File: config.mk
export PLATFORM = sky130hd
export DESIGN_NAME = expression_token_lexer_flat
export DESIGN_NICKNAME = d
export VERILOG_FILES = /design/src/rtl/elex_pkg.sv /design/src/rtl/elex_channels.sv /design/src/rtl/elex_classify.sv /design/src/rtl/elex_tok_fifo.sv /design/src/rtl/expression_token_lexer.sv /design/src/flat_wrapper.sv
export VERILOG_INCLUDE_DIRS = /design/src /design/src/rtl
export SDC_FILE = /design/constraint.sdc
export NUM_CORES = 1
export LEC_CHECK = 0
export BUFFER_PORTS_ARGS = -buffer_cell sky130_fd_sc_hd__buf_2
export CAP_MARGIN = 30
export CORE_UTILIZATION = 25
export DETAILED_ROUTE_END_ITERATION = 16
export PLACE_DENSITY = 0.49
export SLEW_MARGIN = 0
export SYNTH_ARGS = -nofsm -noshare
export SYNTH_HDL_FRONTEND = slang
export SYNTH_HIERARCHICAL = 1
export SYNTH_SLANG_ARGS = --single-unit
File: constraint.sdc
create_clock -name clk_i -period 8.55 [get_ports clk_i]
set_clock_uncertainty 0.2 [all_clocks]
set_input_delay 1.71 -clock clk_i [delete_from_list [all_inputs] [get_ports clk_i]]
set_output_delay 1.71 -clock clk_i [all_outputs]
set_load 0.01 [all_outputs]
File: src/rtl/expression_token_lexer_defines.svh
// Assertion macros shared by the lexer RTL.
`ifndef EXPRESSION_TOKEN_LEXER_DEFINES_SVH
`define EXPRESSION_TOKEN_LEXER_DEFINES_SVH

// Condition must hold in the same cycle as the trigger.
`define ELEX_ASSERT_NOW(lbl, clk, rst_n, trig, cond, msg) \
  lbl: assert property (@(posedge clk) disable iff (!rst_n) (trig) |-> (cond)) \
    else $error(msg);

// Condition must hold in the cycle after the trigger.
`define ELEX_ASSERT_NEXT(lbl, clk, rst_n, trig, cond, msg) \
  lbl: assert property (@(posedge clk) disable iff (!rst_n) (trig) |=> (cond)) \
    else $error(msg);

`endif

File: src/rtl/elex_pkg.sv
// Shared types, constants and helpers of the expression token lexer.
package elex_pkg;

  localparam int unsigned ELEX_POSITION_BITS = 16;
  localparam int unsigned ELEX_LENGTH_BITS   = 8;

  localparam int unsigned TOKEN_START_W  = 16;
  localparam int unsigned TOKEN_LENGTH_W = 8;
  localparam int unsigned TOKEN_LINE_W   = 16;
  localparam int unsigned PREFIX_W       = 24;

  // Result queue: two slots per item plus headroom for back-to-back transfers
  localparam int unsigned FIFO_DEPTH = 4;
  localparam int unsigned FIFO_PTR_W = $clog2(FIFO_DEPTH);
  localparam int unsigned FIFO_CNT_W = $clog2(FIFO_DEPTH + 1);

  typedef enum logic [3:0] {
    TK_LPAREN = 4'd0,
    TK_RPAREN = 4'd1,
    TK_PLUS   = 4'd2,
    TK_MINUS  = 4'd3,
    TK_STAR   = 4'd4,
    TK_SLASH  = 4'd5,
    TK_SEMI   = 4'd6,
    TK_NUMBER = 4'd7,
    TK_IDENT  = 4'd8,
    TK_DIV    = 4'd9,
    TK_MOD    = 4'd10,
    TK_EOF    = 4'd11,
    TK_ERROR  = 4'd12
  } elex_kind_e;

  typedef enum logic [1:0] {
    RUN_NONE = 2'd0,
    RUN_NUM  = 2'd1,
    RUN_WORD = 2'd2
  } elex_run_e;

  // Character codes
  localparam logic [7:0] CH_TAB    = 8'h09;
  localparam logic [7:0] CH_NL     = 8'h0A;
  localparam logic [7:0] CH_CR     = 8'h0D;
  localparam logic [7:0] CH_SPACE  = 8'h20;
  localparam logic [7:0] CH_LPAREN = 8'h28;
  localparam logic [7:0] CH_RPAREN = 8'h29;
  localparam logic [7:0] CH_STAR   = 8'h2A;
  localparam logic [7:0] CH_PLUS   = 8'h2B;
  localparam logic [7:0] CH_MINUS  = 8'h2D;
  localparam logic [7:0] CH_SLASH  = 8'h2F;
  localparam logic [7:0] CH_SEMI   = 8'h3B;

  // Keywords packed first byte highest
  localparam logic [PREFIX_W-1:0] WORD_DIV = 24'h646976;
  localparam logic [PREFIX_W-1:0] WORD_MOD = 24'h6D6F64;

  localparam logic [TOKEN_LINE_W-1:0] LINE_MAX = '1;

  typedef struct packed {
    elex_kind_e                kind;
    logic [TOKEN_START_W-1:0]  start;
    logic [TOKEN_LENGTH_W-1:0] length;
    logic [TOKEN_LINE_W-1:0]   line;
    logic                      last;
  } elex_token_t;

  // Up to two tokens produced by one character
  typedef struct packed {
    logic [1:0]  count;
    elex_token_t tok0;
    elex_token_t tok1;
  } elex_push_t;

  function automatic logic is_digit(input logic [7:0] c);
    return (c >= 8'h30) && (c <= 8'h39);
  endfunction

  function automatic logic is_alpha(input logic [7:0] c);
    return ((c >= 8'h41) && (c <= 8'h5A)) || ((c >= 8'h61) && (c <= 8'h7A));
  endfunction

endpackage

File: src/rtl/elex_channels.sv
// Handshake channel interfaces: character input and token output.
interface elex_char_if;
  logic       valid;
  logic       ready;
  logic [7:0] char_code;
  logic       end_marker;

  modport source (output valid, output char_code, output end_marker, input ready);
  modport sink   (input valid, input char_code, input end_marker, output ready);
endinterface

interface elex_token_if;
  logic        valid;
  logic        ready;
  logic [3:0]  token_kind;
  logic [15:0] token_start;
  logic [7:0]  token_length;
  logic [15:0] token_line;
  logic        last_of_run;

  modport source (
    output valid, output token_kind, output token_start, output token_length,
    output token_line, output last_of_run, input ready
  );
  modport sink (
    input valid, input token_kind, input token_start, input token_length,
    input token_line, input last_of_run, output ready
  );
endinterface

File: src/rtl/elex_classify.sv
// Per-character scan step: classifies one byte against the run state.
module elex_classify import elex_pkg::*; #(
  parameter int unsigned POSITION_BITS = ELEX_POSITION_BITS,
  parameter int unsigned LENGTH_BITS   = ELEX_LENGTH_BITS
) (
  input  logic [7:0]               char_code_i,
  input  logic                     end_marker_i,
  input  elex_run_e                run_kind_i,
  input  logic [POSITION_BITS-1:0] run_start_i,
  input  logic [LENGTH_BITS-1:0]   run_length_i,
  input  logic [PREFIX_W-1:0]      word_prefix_i,
  input  logic [POSITION_BITS-1:0] char_pos_i,
  input  logic [TOKEN_LINE_W-1:0]  line_i,
  output elex_run_e                run_kind_o,
  output logic [POSITION_BITS-1:0] run_start_o,
  output logic [LENGTH_BITS-1:0]   run_length_o,
  output logic [PREFIX_W-1:0]      word_prefix_o,
  output logic [POSITION_BITS-1:0] char_pos_o,
  output logic [TOKEN_LINE_W-1:0]  line_o,
  output elex_push_t               push_o
);

  localparam logic [LENGTH_BITS-1:0] LenMax   = '1;
  localparam logic [LENGTH_BITS-1:0] LenThree = LENGTH_BITS'(3);

  logic [POSITION_BITS+TOKEN_START_W-1:0]  run_start_ext;
  logic [POSITION_BITS+TOKEN_START_W-1:0]  char_pos_ext;
  logic [LENGTH_BITS+TOKEN_LENGTH_W-1:0]   run_len_ext;
  logic        is_dig;
  logic        is_alp;
  logic        extend;
  logic        flush_valid;
  elex_token_t flush_tok;
  logic        second_valid;
  elex_token_t second_tok;

  // Fit positions and lengths to the fixed token field widths
  assign run_start_ext = {{TOKEN_START_W{1'b0}}, run_start_i};
  assign char_pos_ext  = {{TOKEN_START_W{1'b0}}, char_pos_i};
  assign run_len_ext   = {{TOKEN_LENGTH_W{1'b0}}, run_length_i};

  assign is_dig = is_digit(char_code_i);
  assign is_alp = is_alpha(char_code_i);
  assign extend = !end_marker_i &&
                  (((run_kind_i == RUN_NUM) && is_dig) ||
                   ((run_kind_i == RUN_WORD) && (is_dig || is_alp)));

  // Token that closes the open run
  always_comb begin
    flush_tok        = '0;
    flush_tok.start  = run_start_ext[TOKEN_START_W-1:0];
    flush_tok.length = run_len_ext[TOKEN_LENGTH_W-1:0];
    flush_tok.line   = line_i;
    case (run_kind_i)
      RUN_NUM: flush_tok.kind = TK_NUMBER;
      RUN_WORD: begin
        if ((run_length_i == LenThree) && (word_prefix_i == WORD_DIV)) begin
          flush_tok.kind = TK_DIV;
        end else if ((run_length_i == LenThree) && (word_prefix_i == WORD_MOD)) begin
          flush_tok.kind = TK_MOD;
        end else begin
          flush_tok.kind = TK_IDENT;
        end
      end
      default: flush_tok.kind = TK_IDENT;
    endcase
  end

  // Next state and the token raised by the character itself
  always_comb begin
    run_kind_o    = run_kind_i;
    run_start_o   = run_start_i;
    run_length_o  = run_length_i;
    word_prefix_o = word_prefix_i;
    char_pos_o    = char_pos_i + POSITION_BITS'(1);
    line_o        = line_i;
    flush_valid   = 1'b0;
    second_valid  = 1'b0;
    second_tok        = '0;
    second_tok.start  = char_pos_ext[TOKEN_START_W-1:0];
    second_tok.length = TOKEN_LENGTH_W'(1);
    second_tok.line   = line_i;
    second_tok.kind   = TK_ERROR;

    if (end_marker_i) begin
      flush_valid       = (run_kind_i != RUN_NONE);
      second_valid      = 1'b1;
      second_tok.kind   = TK_EOF;
      second_tok.length = '0;
      run_kind_o        = RUN_NONE;
      run_length_o      = '0;
      word_prefix_o     = '0;
      char_pos_o        = '0;
    end else if (extend) begin
      if ((run_kind_i == RUN_WORD) && (run_length_i < LenThree)) begin
        word_prefix_o = {word_prefix_i[PREFIX_W-9:0], char_code_i};
      end
      if (run_length_i != LenMax) begin
        run_length_o = run_length_i + LENGTH_BITS'(1);
      end
    end else begin
      flush_valid   = (run_kind_i != RUN_NONE);
      run_kind_o    = RUN_NONE;
      run_length_o  = '0;
      word_prefix_o = '0;
      case (char_code_i)
        CH_SPACE, CH_CR, CH_TAB: ;
        CH_NL: begin
          if (line_i != LINE_MAX) line_o = line_i + TOKEN_LINE_W'(1);
        end
        CH_LPAREN: begin second_valid = 1'b1; second_tok.kind = TK_LPAREN; end
        CH_RPAREN: begin second_valid = 1'b1; second_tok.kind = TK_RPAREN; end
        CH_PLUS:   begin second_valid = 1'b1; second_tok.kind = TK_PLUS;   end
        CH_MINUS:  begin second_valid = 1'b1; second_tok.kind = TK_MINUS;  end
        CH_STAR:   begin second_valid = 1'b1; second_tok.kind = TK_STAR;   end
        CH_SLASH:  begin second_valid = 1'b1; second_tok.kind = TK_SLASH;  end
        CH_SEMI:   begin second_valid = 1'b1; second_tok.kind = TK_SEMI;   end
        default: begin
          if (is_dig || is_alp) begin
            // open a new run at this character
            run_kind_o    = is_dig ? RUN_NUM : RUN_WORD;
            run_start_o   = char_pos_i;
            run_length_o  = LENGTH_BITS'(1);
            word_prefix_o = {{(PREFIX_W-8){1'b0}}, char_code_i};
          end else begin
            second_valid = 1'b1;
          end
        end
      endcase
    end
  end

  // Pack into slot order; last flag marks the final token of the step
  always_comb begin
    push_o.tok0      = flush_valid ? flush_tok : second_tok;
    push_o.tok0.last = !(flush_valid && second_valid);
    push_o.tok1      = second_tok;
    push_o.tok1.last = 1'b1;
    push_o.count     = {1'b0, flush_valid} + {1'b0, second_valid};
  end

endmodule

File: src/rtl/elex_tok_fifo.sv
// Small token queue: takes up to two tokens per cycle, hands out one.
module elex_tok_fifo import elex_pkg::*; (
  input  logic                clk_i,
  input  logic                rst_ni,
  input  logic                push_en_i,
  input  elex_push_t          push_i,
  output logic                room_o,
  elex_token_if.source        tok_o
);

  elex_token_t                tok_mem_q [FIFO_DEPTH];
  logic [FIFO_PTR_W-1:0]      wr_ptr_q, wr_ptr_d;
  logic [FIFO_PTR_W-1:0]      rd_ptr_q, rd_ptr_d;
  logic [FIFO_CNT_W-1:0]      count_q, count_d;
  logic [1:0]                 push_n;
  logic                       pop;
  elex_token_t                head;

  assign push_n = push_en_i ? push_i.count : 2'd0;
  assign pop    = tok_o.valid && tok_o.ready;

  // Room for a full two-token step
  assign room_o = (count_q < FIFO_CNT_W'(FIFO_DEPTH - 1));

  // Pointer and fill bookkeeping
  always_comb begin
    wr_ptr_d = wr_ptr_q + FIFO_PTR_W'(push_n);
    rd_ptr_d = rd_ptr_q + FIFO_PTR_W'(pop);
    count_d  = count_q + FIFO_CNT_W'(push_n) - FIFO_CNT_W'(pop);
  end

  always_ff @(posedge clk_i or negedge rst_ni) begin
    if (!rst_ni) begin
      wr_ptr_q <= '0;
      rd_ptr_q <= '0;
      count_q  <= '0;
    end else begin
      wr_ptr_q <= wr_ptr_d;
      rd_ptr_q <= rd_ptr_d;
      count_q  <= count_d;
    end
  end

  // Token storage, no reset needed
  always_ff @(posedge clk_i) begin
    if (push_n != 2'd0) begin
      tok_mem_q[wr_ptr_q] <= push_i.tok0;
    end
    if (push_n == 2'd2) begin
      tok_mem_q[wr_ptr_q + FIFO_PTR_W'(1)] <= push_i.tok1;
    end
  end

  // Head of queue drives the output channel
  assign head               = tok_mem_q[rd_ptr_q];
  assign tok_o.valid        = (count_q != '0);
  assign tok_o.token_kind   = head.kind;
  assign tok_o.token_start  = head.start;
  assign tok_o.token_length = head.length;
  assign tok_o.token_line   = head.line;
  assign tok_o.last_of_run  = head.last;

endmodule

File: src/rtl/expression_token_lexer.sv
// Each token is written into the token queue on its character transfer and is offered once it heads the queue.
// Throughput: one character per cycle while the queue has room; a step that yields two tokens needs two
//   output transfers, and the four-entry token queue sets how far input runs ahead.
// Input is taken while the queue has room for two tokens.
// Reset (async, active low) clears the run, position 0, line 1 and the queue.
`include "expression_token_lexer_defines.svh"

module expression_token_lexer import elex_pkg::*; #(
  parameter int unsigned POSITION_BITS = ELEX_POSITION_BITS,
  parameter int unsigned LENGTH_BITS   = ELEX_LENGTH_BITS
) (
  input  logic          clk_i,
  input  logic          rst_ni,
  elex_char_if.sink     char_i,
  elex_token_if.source  tok_o
);

  elex_run_e                run_kind_q, run_kind_d;
  logic [POSITION_BITS-1:0] run_start_q, run_start_d;
  logic [LENGTH_BITS-1:0]   run_length_q, run_length_d;
  logic [PREFIX_W-1:0]      word_prefix_q, word_prefix_d;
  logic [POSITION_BITS-1:0] char_pos_q, char_pos_d;
  logic [TOKEN_LINE_W-1:0]  line_q, line_d;
  elex_push_t               push;
  logic                     room;
  logic                     accept;

  assign char_i.ready = room;
  assign accept       = char_i.valid && char_i.ready;

  // Scan step
  elex_classify #(
    .POSITION_BITS (POSITION_BITS),
    .LENGTH_BITS   (LENGTH_BITS)
  ) u_classify (
    .char_code_i   (char_i.char_code),
    .end_marker_i  (char_i.end_marker),
    .run_kind_i    (run_kind_q),
    .run_start_i   (run_start_q),
    .run_length_i  (run_length_q),
    .word_prefix_i (word_prefix_q),
    .char_pos_i    (char_pos_q),
    .line_i        (line_q),
    .run_kind_o    (run_kind_d),
    .run_start_o   (run_start_d),
    .run_length_o  (run_length_d),
    .word_prefix_o (word_prefix_d),
    .char_pos_o    (char_pos_d),
    .line_o        (line_d),
    .push_o        (push)
  );

  // Scanner state, updated on each input transfer
  always_ff @(posedge clk_i or negedge rst_ni) begin
    if (!rst_ni) begin
      run_kind_q    <= RUN_NONE;
      run_start_q   <= '0;
      run_length_q  <= '0;
      word_prefix_q <= '0;
      char_pos_q    <= '0;
      line_q        <= TOKEN_LINE_W'(1);
    end else if (accept) begin
      run_kind_q    <= run_kind_d;
      run_start_q   <= run_start_d;
      run_length_q  <= run_length_d;
      word_prefix_q <= word_prefix_d;
      char_pos_q    <= char_pos_d;
      line_q        <= line_d;
    end
  end

  // Result queue
  elex_tok_fifo u_tok_fifo (
    .clk_i     (clk_i),
    .rst_ni    (rst_ni),
    .push_en_i (accept),
    .push_i    (push),
    .room_o    (room),
    .tok_o     (tok_o)
  );

  // Checks
  `ELEX_ASSERT_NEXT(a_end_resets_pos, clk_i, rst_ni, accept && char_i.end_marker, char_pos_q == '0 && run_kind_q == RUN_NONE, "end marker did not clear position or run")
  `ELEX_ASSERT_NEXT(a_idle_holds_state, clk_i, rst_ni, !accept, $stable(char_pos_q) && $stable(line_q) && $stable(run_kind_q), "scanner state moved without a transfer")
  `ELEX_ASSERT_NOW(a_line_nonzero, clk_i, rst_ni, 1'b1, line_q != '0, "line count reached zero")
  `ELEX_ASSERT_NEXT(a_pair_complete, clk_i, rst_ni, tok_o.valid && !tok_o.last_of_run, tok_o.valid, "first token of a pair left without its partner")

endmodule

File: src/flat_wrapper.sv
// flat-port wrapper written by rule: the top's interface ports become plain ports
module expression_token_lexer_flat import elex_pkg::*;
#(
  parameter int unsigned POSITION_BITS = ELEX_POSITION_BITS,
  parameter int unsigned LENGTH_BITS   = ELEX_LENGTH_BITS
)
  (clk_i, rst_ni, char_i_valid, char_i_char_code, char_i_end_marker, char_i_ready, tok_o_valid, tok_o_token_kind, tok_o_token_start, tok_o_token_length, tok_o_token_line, tok_o_last_of_run, tok_o_ready);
  elex_char_if char_i_i ();
  elex_token_if tok_o_i ();
  input  logic clk_i;
  input  logic rst_ni;
  input wire logic [$bits(char_i_i.valid)-1:0] char_i_valid;
  input wire logic [$bits(char_i_i.char_code)-1:0] char_i_char_code;
  input wire logic [$bits(char_i_i.end_marker)-1:0] char_i_end_marker;
  output wire logic [$bits(char_i_i.ready)-1:0] char_i_ready;
  output wire logic [$bits(tok_o_i.valid)-1:0] tok_o_valid;
  output wire logic [$bits(tok_o_i.token_kind)-1:0] tok_o_token_kind;
  output wire logic [$bits(tok_o_i.token_start)-1:0] tok_o_token_start;
  output wire logic [$bits(tok_o_i.token_length)-1:0] tok_o_token_length;
  output wire logic [$bits(tok_o_i.token_line)-1:0] tok_o_token_line;
  output wire logic [$bits(tok_o_i.last_of_run)-1:0] tok_o_last_of_run;
  input wire logic [$bits(tok_o_i.ready)-1:0] tok_o_ready;
  assign char_i_i.valid = char_i_valid;
  assign char_i_i.char_code = char_i_char_code;
  assign char_i_i.end_marker = char_i_end_marker;
  assign char_i_ready = char_i_i.ready;
  assign tok_o_valid = tok_o_i.valid;
  assign tok_o_token_kind = tok_o_i.token_kind;
  assign tok_o_token_start = tok_o_i.token_start;
  assign tok_o_token_length = tok_o_i.token_length;
  assign tok_o_token_line = tok_o_i.token_line;
  assign tok_o_last_of_run = tok_o_i.last_of_run;
  assign tok_o_i.ready = tok_o_ready;
  expression_token_lexer #(.POSITION_BITS(POSITION_BITS), .LENGTH_BITS(LENGTH_BITS)) u_core (.clk_i(clk_i), .rst_ni(rst_ni), .char_i(char_i_i), .tok_o(tok_o_i));
endmodule
==> results.md <==
- WP data arrival: 5.88 ns
- Via count: 8283
- Layout area overhead: 11.2%
- Critical Path RT: 8.66 ns
- CTS buffer count: 30
- Overflow left after global routing: 0
- Peak supply drop: 176 µV
- Gp weighted congestion: 0.725
- Initial Utilization: 25.4%
- Synth cell types: 65
- CTS H-tree depth: 1
- Vias in the first global route: 8716
- Layout cells sized above 1: 44.4%
- EDFF count, synth: 180
- Post-Route Utilization: 28.2%
- Ports: 60
- Antenna violations before repair: 6
- Pwr Density: 245 mW/mm²
- Cells on worst reg2reg path: 11
- FF+latch area: 0.00764 mm²
- Final Power: 4.17 mW
- First-pass GRT wire length: 54.3 mm
- Postcts setup bufs: 0
- Final max-slew violation count: 0
- Cell mode on critical path: buf_4
- Fillcell total: 6077
- Sequential-to-total area share from yosys stat: 49.9%
- Final Hold Vio Count: 0
- Post-DP HPWL: 21.3 mm
- Core Region: 0.0604 mm²
- Met3 Usage GRT: 1.74%
- M2 GR Usage: 19.6%
- CP Capture Type: flop
- Post-CTS sizing: 0
- Max incr delay on CP: 0.78 ns
- Syn avg cell area: 14.7 µm²
- Largest net degree at the start of global routing: 53
- WP depth: 10
- Busiest grt layer: met2
- Setup CP Type: in2reg
- Primary FF master, synth: edfxtp_1
- Crit path max-delay family: simple AND/OR/NAND/NOR gates
- Cells after DPL: 1796
- Status: finished clean
- Hold_buf cts: 0
- Total Routed Length: 34.8 mm
- DR pass1 iterations: 5
- Period utilization: 67.4%
- Die Ht: 249 µm
- P_leak: 6.59 nW
- Slew margin rel.: 33.8%
- Final min period: 5.76 ns
- Cells after Synth: 1043
- Ys Warns: 6
- CTS tree: done
- Buf/Inv on CP: 3
- Die area: 0.0622 mm²
- Finished Layout Cells: 1856
- Worst hold stages: 1
- Setup TNS: 0 ns
- DRC Markers: 0
- Port buffer count: 59
- Cells along the critical path: buf_2, or3b_2, nor4b_1, a311oi_4, buf_4, ha_1, nand3b_2, nor2_4, buf_4, mux2_2
- Fmax: 0.174 GHz
- GR Util met1: 14.4%
- Antenna viol nets, final: 0
- Worst-Margin Slew: 0.984 ns
- Sink Count: 269
- Post-synth ARST share: 33.1%
- Clock-pin slew on the worst setup and hold paths: 0.06 ns
- HP Class: reg2reg
- Commonest non-fill, non-tap cell in the layout: edfxtp_1
- RSZ-0062 raised after global routing: no
- Final setup violation count: 0
- Clock Tree Buf Depth: 3
- Total GRT Usage: 11.2%
- Wire per inst: 18.8 µm
- Mapped cell area: 0.0153 mm²
- Most frequent cells in the layout: edfxtp_1, mux2_2, mux2_4, dfrtp_1
- Starting DRT DRC Count: 510
- Site row count: 90
- Worst setup SP type: input port
- Slowest CP cell: nor2_4
- Clk_lat worst skew: 0.57 ns
- Vias per cell: 4.46
- Crit Path Max Fanout: 31
- Final #Nets: 1072
- Clock root buffer: clkbuf_16
- Area of the multi-input gates: 0.00689 mm²
- MaxCap Viol Count: 0
- Die width: 249 µm
- Synth Register Bits: 269
## worst paths after layout
path | slack (ns) | to | startpoint
min in group asynchronous | 0.93 | u_core/u_tok_fifo/count_q[2] | rst_ni
min reg2reg | 0.32 | u_core/u_tok_fifo/count_q[2] | u_core/u_tok_fifo/count_q[2]
max reg2reg | 3.63 | u_core/u_tok_fifo/tok_mem_q[2][21] | u_core/run_kind_q[0]
max | 2.79 | u_core/u_tok_fifo/tok_mem_q[2][21] | char_i_char_code[5]
max in group asynchronous | 6.06 | u_core/char_pos_q[3] | rst_ni
min | 0.32 | u_core/u_tok_fifo/count_q[2] | u_core/u_tok_fifo/count_q[2]
## logic make-up (layout without fill, tap and decap cells)
| family | count (synthesis) | in the layout | share of synthesized area (%) |
|---|---|---|---|
| other | 2 | 11 | 0.0491 |
| XOR/XNOR | 34 | 34 | 1.95 |
| AO/OA/AOI/OAI | 47 | 47 | 2.15 |
| buffers and inverters | 120 | 142 | 5.65 |
| multiplexers | 363 | 363 | 32.5 |
| AND/OR/NAND/NOR | 195 | 195 | 6.67 |
| adder cells (fa/ha/maj) | 13 | 13 | 1.10 |
| flip-flops | 269 | 269 | 49.9 |
## metal layers
layer  vias up  wire length [µm]
li1       3929                 -
met1      4198             15700
met2       103             17300
met3        51              1200
met4         2               691
met5         -                13
## cells in the mapped netlist, drive strengths merged, types with 4 or more instances
master,count,area (µm²)
mux2,299,3780
edfxtp,180,5410
buf,101,793
dfrtp,88,2200
nor2,62,240
mux4,45,1010
nand2,29,109
nand3,24,120
mux2i,19,190
xnor2,17,149
xor2,17,149
nand4,12,75.1
nor3,12,60.1
and2,11,71.3
ha,11,138
a21oi,10,50.1
inv,10,37.5
o21ai,10,50.0
and3,9,56.3
clkbuf,9,33.8
a22o,7,61.3
nand2b,7,43.8
nor4,5,46.3
a31oi,4,25.0
nor2b,4,25.0
or3,4,25.0
or4,4,33.8
## power by group
part / internal [mW] / switching [mW] / leakage [nW]
Combinational: 0.559 / 0.628 / 3.17
Clock: 0.761 / 0.526 / 0.475
Sequential: 1.56 / 0.138 / 2.94
## cell type report
type	count	area share, %
clock buffers	50	5.45
well taps	782	5.75
diodes	3	0.0441
inverters	10	0.221
flip-flops and latches	269	44.9
repair buffers	76	2.81
multi-input cells	660	40.5
clock inverters	6	0.316
## per-stage QoR
step / setup slack, ns / hold WS [ns] / area [µm²]
2_1_floorplan: 2.29 / 0.282 / 15300
3_3_place_gp: 2.17 / 0.302 / 16000
3_5_place_dp: 2.16 / 0.308 / 16000
4_1_cts: 2.77 / 0.321 / 17000
5_1_grt: 2.58 / 0.346 / 17000
6_report: 2.79 / 0.321 / 17000
## state kept, by name, indices dropped and copies added (netlist names)
| name | cells |
|---|---|
| u_core/u_tok_fifo/count_q | 3 |
| u_core/run_start_q | 16 |
| u_core/u_tok_fifo/tok_mem_q | 180 |
| u_core/u_tok_fifo/wr_ptr_q | 2 |
| u_core/run_length_q | 8 |
| u_core/word_prefix_q | 24 |
| u_core/line_q | 16 |
| u_core/char_pos_q | 16 |
| u_core/run_kind_q | 2 |
| u_core/u_tok_fifo/rd_ptr_q | 2 |
## worst reg2reg max path: stages (launching register included)
cell	delay, ns
dfrtp_1	0.41
inv_1	0.13
ha_1	0.32
o21bai_1	0.12
nor4b_1	0.67
a311oi_4	0.07
buf_4	0.31
ha_1	0.42
nand3b_2	0.33
nor2_4	0.78
buf_4	0.51
mux2_2	0.40
No activity file was read; power rests on OpenSTA's default activity.
